===== src/cdb_pkg.sv =====
// ----------------------------------------------------------------------------
// cdb_pkg
// Shared constants and types of the button matrix debouncer.
// ----------------------------------------------------------------------------
package cdb_pkg;

    localparam int NUM_BUTTONS   = 12;
    localparam int SENSE_W       = 3;
    localparam int SENSE_BUTTONS = 4 * SENSE_W;
    localparam int TIME_W        = 32;
    localparam int DEB_W         = 16;
    localparam int IDX_W         = 4;
    localparam int CELL_SEL_W    = (NUM_BUTTONS > 1) ? $clog2(NUM_BUTTONS) : 1;
    localparam logic [DEB_W-1:0] DEBOUNCE_RESET = 16'd25;

    // One scan as it travels down the row of cells
    typedef struct packed {
        logic                   valid;
        logic [TIME_W-1:0]      now;
        logic [NUM_BUTTONS-1:0] raw;
        logic [NUM_BUTTONS-1:0] chg;
    } stage_t;

    // Control shared by every cell
    typedef struct packed {
        logic             advance;
        logic [DEB_W-1:0] debounce;
    } cell_ctl_t;

endpackage


===== src/cdb_cell.sv =====
// ----------------------------------------------------------------------------
// cdb_cell
// One button: holds its accepted level and last change time, decides on the
// scan passing by and hands the scan to the next cell.
// ----------------------------------------------------------------------------
module cdb_cell (
    input  logic                             clk,
    input  logic                             rst_n,
    input  cdb_pkg::cell_ctl_t               ctl,
    input  logic [cdb_pkg::CELL_SEL_W-1:0]   cell_idx,
    input  cdb_pkg::stage_t                  in_stage,
    output cdb_pkg::stage_t                  out_stage
);

    logic                        accepted_reg;
    logic [cdb_pkg::TIME_W-1:0]  change_time_reg;
    cdb_pkg::stage_t             stage_reg;
    cdb_pkg::stage_t             stage_next;
    logic                        want;
    logic                        take;
    logic [cdb_pkg::TIME_W-1:0]  elapsed;

    assign want    = in_stage.raw[cell_idx];
    // wraps modulo 2^32 by width
    assign elapsed = in_stage.now - change_time_reg;
    assign take    = in_stage.valid && (want != accepted_reg)
                     && (elapsed > cdb_pkg::TIME_W'(ctl.debounce));

    always_comb
    begin
        stage_next               = in_stage;
        stage_next.chg[cell_idx] = take;
    end

    always_ff @(posedge clk or negedge rst_n)
    begin
        if (!rst_n)
        begin
            accepted_reg    <= 1'b0;
            change_time_reg <= '0;
            stage_reg       <= '0;
        end
        else if (ctl.advance)
        begin
            stage_reg <= stage_next;
            if (take)
            begin
                accepted_reg    <= want;
                change_time_reg <= in_stage.now;
            end
        end
    end

    assign out_stage = stage_reg;

endmodule


===== src/cdb_serializer.sv =====
// ----------------------------------------------------------------------------
// cdb_serializer
// Holds the change mask of one scan and emits one event per set bit, lowest
// button first, marking the final one.
// ----------------------------------------------------------------------------
module cdb_serializer (
    input  logic                          clk,
    input  logic                          rst_n,
    input  cdb_pkg::stage_t               in_stage,
    input  logic                          out_ready,
    output logic                          load_ok,
    output logic                          out_valid,
    output logic [cdb_pkg::IDX_W-1:0]     out_index,
    output logic                          out_pressed,
    output logic                          out_last
);

    logic [cdb_pkg::NUM_BUTTONS-1:0] mask_reg;
    logic [cdb_pkg::NUM_BUTTONS-1:0] mask_next;
    logic [cdb_pkg::NUM_BUTTONS-1:0] raw_reg;
    logic [cdb_pkg::NUM_BUTTONS-1:0] raw_next;
    logic [cdb_pkg::NUM_BUTTONS-1:0] onehot;
    logic [cdb_pkg::NUM_BUTTONS-1:0] rest;
    logic                            pop;

    // isolate the lowest pending button
    assign onehot    = mask_reg & (~mask_reg + 1'b1);
    assign rest      = mask_reg & ~onehot;
    assign out_valid = |mask_reg;
    assign pop       = out_valid && out_ready;
    assign load_ok   = !out_valid || (pop && (rest == '0));
    assign out_last  = (rest == '0);
    assign out_pressed = |(onehot & raw_reg);

    always_comb
    begin
        out_index = '0;
        for (int i = 0; i < cdb_pkg::NUM_BUTTONS; i++)
        begin
            if (onehot[i])
            begin
                out_index = out_index | cdb_pkg::IDX_W'(i);
            end
        end
    end

    always_comb
    begin
        mask_next = mask_reg;
        raw_next  = raw_reg;
        priority if (load_ok)
        begin
            mask_next = in_stage.valid ? in_stage.chg : '0;
            raw_next  = in_stage.raw;
        end
        else if (pop)
        begin
            mask_next = rest;
        end
    end

    always_ff @(posedge clk or negedge rst_n)
    begin
        if (!rst_n)
        begin
            mask_reg <= '0;
        end
        else
        begin
            mask_reg <= mask_next;
        end
    end

    always_ff @(posedge clk)
    begin
        raw_reg <= raw_next;
    end

endmodule


===== src/charlieplex_button_debouncer_top.sv =====
// ----------------------------------------------------------------------------
// charlieplex_button_debouncer_top
// Debouncer for a two-drive, three-sense button matrix with press/release
// events.
// ----------------------------------------------------------------------------
// A scan enters a row of twelve cells, one per button, and moves one cell per
// cycle while the row advances; each cell owns its button's accepted level and
// last change time, so scans follow each other every cycle unless stalled.
// After the row, a serializer emits a scan's events one per cycle while
// m_tready is high, lowest button first, with tlast on the final one. The row
// stalls while the serializer is busy and a scan waits at the row's end; a scan
// causing no event produces no output. The user must write debounce_ms through
// the cfg channel, always ready, only while idle; the block does not enforce it.
module charlieplex_button_debouncer_top (
    input  logic        clk,
    input  logic        rst_n,
    // s_tdata: sense_drive1_low[2:0], sense_drive1_high[5:3],
    //          sense_drive2_low[8:6], sense_drive2_high[11:9], now_ms[43:12]
    input  logic        s_tvalid,
    output logic        s_tready,
    input  logic [47:0] s_tdata,
    // m_tdata: button_index[3:0], pressed[4]; tlast is last_event
    output logic        m_tvalid,
    input  logic        m_tready,
    output logic [7:0]  m_tdata,
    output logic        m_tlast,
    input  logic        cfg_valid,
    output logic        cfg_ready,
    input  logic [15:0] cfg_data
);

    logic [cdb_pkg::DEB_W-1:0]         debounce_reg;
    logic [cdb_pkg::SENSE_BUTTONS-1:0] sense_all;
    cdb_pkg::stage_t                   chain [cdb_pkg::NUM_BUTTONS+1];
    cdb_pkg::cell_ctl_t                ctl;
    logic                              load_ok;
    logic [cdb_pkg::IDX_W-1:0]         out_index;
    logic                              out_pressed;

    assign cfg_ready = 1'b1;

    always_ff @(posedge clk or negedge rst_n)
    begin
        if (!rst_n)
        begin
            debounce_reg <= cdb_pkg::DEBOUNCE_RESET;
        end
        else if (cfg_valid && cfg_ready)
        begin
            debounce_reg <= cfg_data;
        end
    end

    // low-drive samples are active low
    assign sense_all = {s_tdata[11:9], ~s_tdata[8:6], s_tdata[5:3], ~s_tdata[2:0]};

    always_comb
    begin
        chain[0].valid = s_tvalid;
        chain[0].now   = s_tdata[43:12];
        chain[0].raw   = cdb_pkg::NUM_BUTTONS'(sense_all);
        chain[0].chg   = '0;
    end

    // the whole row moves together; hold while the serializer is busy and a scan waits at the row's end
    assign ctl.advance  = load_ok || !chain[cdb_pkg::NUM_BUTTONS].valid;
    assign ctl.debounce = debounce_reg;
    assign s_tready     = ctl.advance;

    for (genvar g = 0; g < cdb_pkg::NUM_BUTTONS; g++)
    begin : g_cell
        cdb_cell u_cell (
            .clk       (clk),
            .rst_n     (rst_n),
            .ctl       (ctl),
            .cell_idx  (cdb_pkg::CELL_SEL_W'(g)),
            .in_stage  (chain[g]),
            .out_stage (chain[g+1])
        );
    end

    cdb_serializer u_ser (
        .clk         (clk),
        .rst_n       (rst_n),
        .in_stage    (chain[cdb_pkg::NUM_BUTTONS]),
        .out_ready   (m_tready),
        .load_ok     (load_ok),
        .out_valid   (m_tvalid),
        .out_index   (out_index),
        .out_pressed (out_pressed),
        .out_last    (m_tlast)
    );

    assign m_tdata = {3'b000, out_pressed, out_index};

    // the row only stalls behind a scan waiting at its end
    a_stall_cause: assert property (@(posedge clk) disable iff (!rst_n)
        !s_tready |-> chain[cdb_pkg::NUM_BUTTONS].valid && m_tvalid)
        else $error("row stalled without a waiting scan");

    a_index_range: assert property (@(posedge clk) disable iff (!rst_n)
        m_tvalid |-> (out_index < cdb_pkg::NUM_BUTTONS))
        else $error("event index out of range");

    // events of one scan follow without a gap in valid
    a_scan_continues: assert property (@(posedge clk) disable iff (!rst_n)
        m_tvalid && m_tready && !m_tlast |=> m_tvalid)
        else $error("scan events cut short");

endmodule

===== config.mk =====
export PLATFORM = sky130hd
export DESIGN_NAME = charlieplex_button_debouncer_top
export DESIGN_NICKNAME = d
export VERILOG_FILES = /design/src/cdb_pkg.sv /design/src/cdb_cell.sv /design/src/cdb_serializer.sv /design/src/charlieplex_button_debouncer_top.sv
export SDC_FILE = /design/constraint.sdc
export NUM_CORES = 2
export LEC_CHECK = 0
export BUFFER_PORTS_ARGS = -buffer_cell sky130_fd_sc_hd__buf_2
export CAP_MARGIN = 20
export CORE_MARGIN = 10
export CORE_UTILIZATION = 55
export CTS_BUF_LIST = sky130_fd_sc_hd__clkbuf_8
export CTS_CLUSTER_DIAMETER = 40
export CTS_CLUSTER_SIZE = 40
export DETAILED_ROUTE_END_ITERATION = 6
export PLACE_DENSITY = 0.77
export SKIP_CTS_REPAIR_TIMING = 1
export SYNTH_ARGS = -nofsm -noshare
export SYNTH_HDL_FRONTEND = slang
export SYNTH_SLANG_ARGS = --single-unit

===== constraint.sdc =====
create_clock -name clk -period 5.6 [get_ports clk]
set_input_delay 0.28 -clock clk [delete_from_list [all_inputs] [get_ports clk]]
set_output_delay 0.28 -clock clk [all_outputs]
set_load 0.005 [all_outputs]

==> flow_summary.json <==
{
  "drv_cap": 0,
  "post-dp-hpwl_mm": 124,
  "fp.dieW_um": 364,
  "r2r-start": "g_cell[5].u_cell.out_stage[24]",
  "n_fill_cell": 10100,
  "cts.sinks": 1022,
  "grt_pass1_vias": 52000,
  "wl_mm": 171,
  "mostFrequentLayoutCell": "nand2_1",
  "drive_gt1_share_pct": 11.4,
  "worstMarginPinSlew_ps": 1090,
  "synth_top_cell_area_share_pct": 38.6,
  "area_growth_pct": 10.7,
  "cts_tree": "built",
  "criticalPathCategory": "flip-flop to flip-flop",
  "largest_reg_flops": 586,
  "crit_path_max_fanout": 8,
  "grt_pass1_wl_mm": 270,
  "finClkSkew_ps": 53.0,
  "synthTopCellsByArea": "dfrtp_1, nand2_1, ha_1",
  "end_kind": "flip-flop",
  "clkTransAtPathRegs_ps": 80,
  "finalSetupViolations": 0,
  "chipHeight_um": 364,
  "yosysTopAreaCell": "dfrtp_1",
  "top_usage_layer": "met2",
  "initialDrtViolationCount": 4054,
  "vias_per_cell": 5.79,
  "io_buffers": 72,
  "num_rows": 126,
  "cts_max_path_buffers": 3,
  "synth_enable_flop_cells": 12,
  "vias": 54000,
  "yosysSeqAreaShare_pct": 39.3,
  "reg2regPathDepth": 24,
  "drc": 0,
  "globalRouteOverflowTotal": 0,
  "synth_cell_types": 95,
  "clk_latency_ps": 920,
  "ys.flop_type": "dfrtp_1",
  "synth_area_per_cell_um2": 8.71,
  "drt.antenna.violating_nets": 0,
  "place_congestion": 0.927,
  "ys_seq_elements": 1022,
  "hold_viol_final": 0,
  "ios": 81,
  "wl_per_cell_um": 18.4,
  "async_reset_ff_share_pct": 98.8,
  "use_met2_pct": 41.6,
  "ys_warn_count": 0,
  "syn_area_um2": 65200,
  "stdcell_area_um2": 72200,
  "cts_made_buffers": 148,
  "grt_usage_pct": 24.8,
  "finalMaxSlewViolations": 0,
  "grt_max_degree": 189,
  "start_util_pct": 55.3,
  "grt_antenna_before_repair": 4,
  "layout_setup_ws_ps": 123,
  "min_period_ps": 5480,
  "final_cell_mix": "nand2_1, dfrtp_1, ha_1, inv_1, a21oi_1",
  "critPathLaunchType": "flip-flop",
  "grt_use_met1_pct": 32.3,
  "htree_levels": 4,
  "min_period_over_period_pct": 97.8,
  "arrival_ps": 6260,
  "synthCells": 7486,
  "reg2reg_to": "g_cell[6].u_cell.change_time_reg[29]",
  "use_met3_pct": 3.28,
  "die-area_um2": 133000,
  "num-nets-final": 8305,
  "first_pass_iters": 6,
  "relSlewSlack_pct": 27.4,
  "status": "completed",
  "dpl_cell_area_um2": 67400,
  "fmax_ghz": 0.183,
  "required_ps": 6390,
  "post-place-ws_ps": -101,
  "rrSetupSlack_ps": 120,
  "whs_ps": 21.1,
  "hold_class": "primary input to asynchronous set/reset pin",
  "root_buffer": "clkbuf_8",
  "core-area_um2": 118000
}
==> critical path, cell delays in order, from the launching register on <==
cell       delay [ps]
dfrtp_1           350
inv_1              60
ha_2              190
fa_2              340
nor2b_1           160
o31a_1            220
o31a_1            220
nor4_2             60
or2_2             290
o21ai_1           170
xor2_1            170
ha_1              260
buf_4             140
a21oi_1           110
a21boi_0           90
o41a_1            460
nor4_2            150
nand4b_1          120
nor3_1            170
nand4_1           100
or4b_4            500
o31ai_4           330
clkbuf_16         220
buf_12            130
mux2_2            330
==> cell families (layout without fill, tap and decap cells) <==
kind of cell	count (synthesis)	after routing	share of synthesized area, %
buffers and inverters	809	1097	5.05
flip-flops	1022	1022	39.3
XOR/XNOR	269	269	3.61
AO/OA/AOI/OAI	1470	1470	14.4
AND/OR/NAND/NOR	2909	2909	19.0
multiplexers	426	426	7.44
adder cells (fa/ha/maj)	579	579	11.2
other	2	9	0.0115
==> area by class of cell <==
| type | instances | area (µm²) | share of cell area [%] |
|---|---|---|---|
| Sequential cell | 1022 | 25600 | 35.5 |
| Clock buffer | 158 | 2170 | 3.01 |
| Timing Repair Buffer | 304 | 2680 | 3.71 |
| Tap cell | 1536 | 1920 | 2.66 |
| Multi-Input combinational cell | 5657 | 36600 | 50.6 |
| Inverter | 527 | 1990 | 2.76 |
| Antenna cell | 5 | 12.5 | 0.0173 |
| Clock inverter | 108 | 1220 | 1.70 |
==> metrics by stage <==
step | cells | setup TNS, ps | util, %
floorplan | 7488 | 0 | -
global placement | 8933 | -731 | 57.1
detailed placement | 8933 | -2720 | 57.1
CTS | 9199 | -3300 | 60.0
global route | 9315 | -1330 | 61.2
finish | 9317 | 0 | 61.2
==> metal layers <==
layer  part of all wire, %  vias up
li1                      -    26200
met1                    44    26100
met2                    48     1314
met3                   4.4      346
met4                   3.8        0
met5                     0        -
==> worst max path at each step <==
stage	endpoint	from	cells after the start
detailed placement	g_cell[6].u_cell.change_time_reg[2]	g_cell[5].u_cell.out_stage[24]	23
floorplan	g_cell[6].u_cell.accepted_reg	g_cell[5].u_cell.out_stage[26]	21
finish	g_cell[6].u_cell.change_time_reg[29]	g_cell[5].u_cell.out_stage[24]	24
CTS	g_cell[6].u_cell.change_time_reg[2]	g_cell[5].u_cell.out_stage[24]	23
global placement	g_cell[6].u_cell.change_time_reg[0]	g_cell[5].u_cell.out_stage[24]	23
global route	g_cell[1].u_cell.change_time_reg[19]	g_cell[0].u_cell.out_stage[24]	21
==> Yosys cell counts, drive strengths merged, types with 23 or more instances <==
cell type / instances
o31ai: 26
a221oi: 23
clkbuf: 171
nor2: 293
a31oi: 58
nand2b: 52
a211oi: 50
xnor2: 179
nand2: 2006
nand3: 112
nor4: 33
inv: 527
o31a: 26
nor3: 74
o211ai: 49
o21bai: 35
and2: 39
nand4: 119
nor2b: 51
buf: 111
mux2i: 34
a21o: 137
dfrtp: 1007
and3: 33
mux2: 392
xor2: 90
o21a: 79
a21oi: 472
ha: 564
o21ai: 310
Power is left out: the tool's default activity adds up to more than one toggle a clock period on the data nets, which glitch-free logic cannot reach.
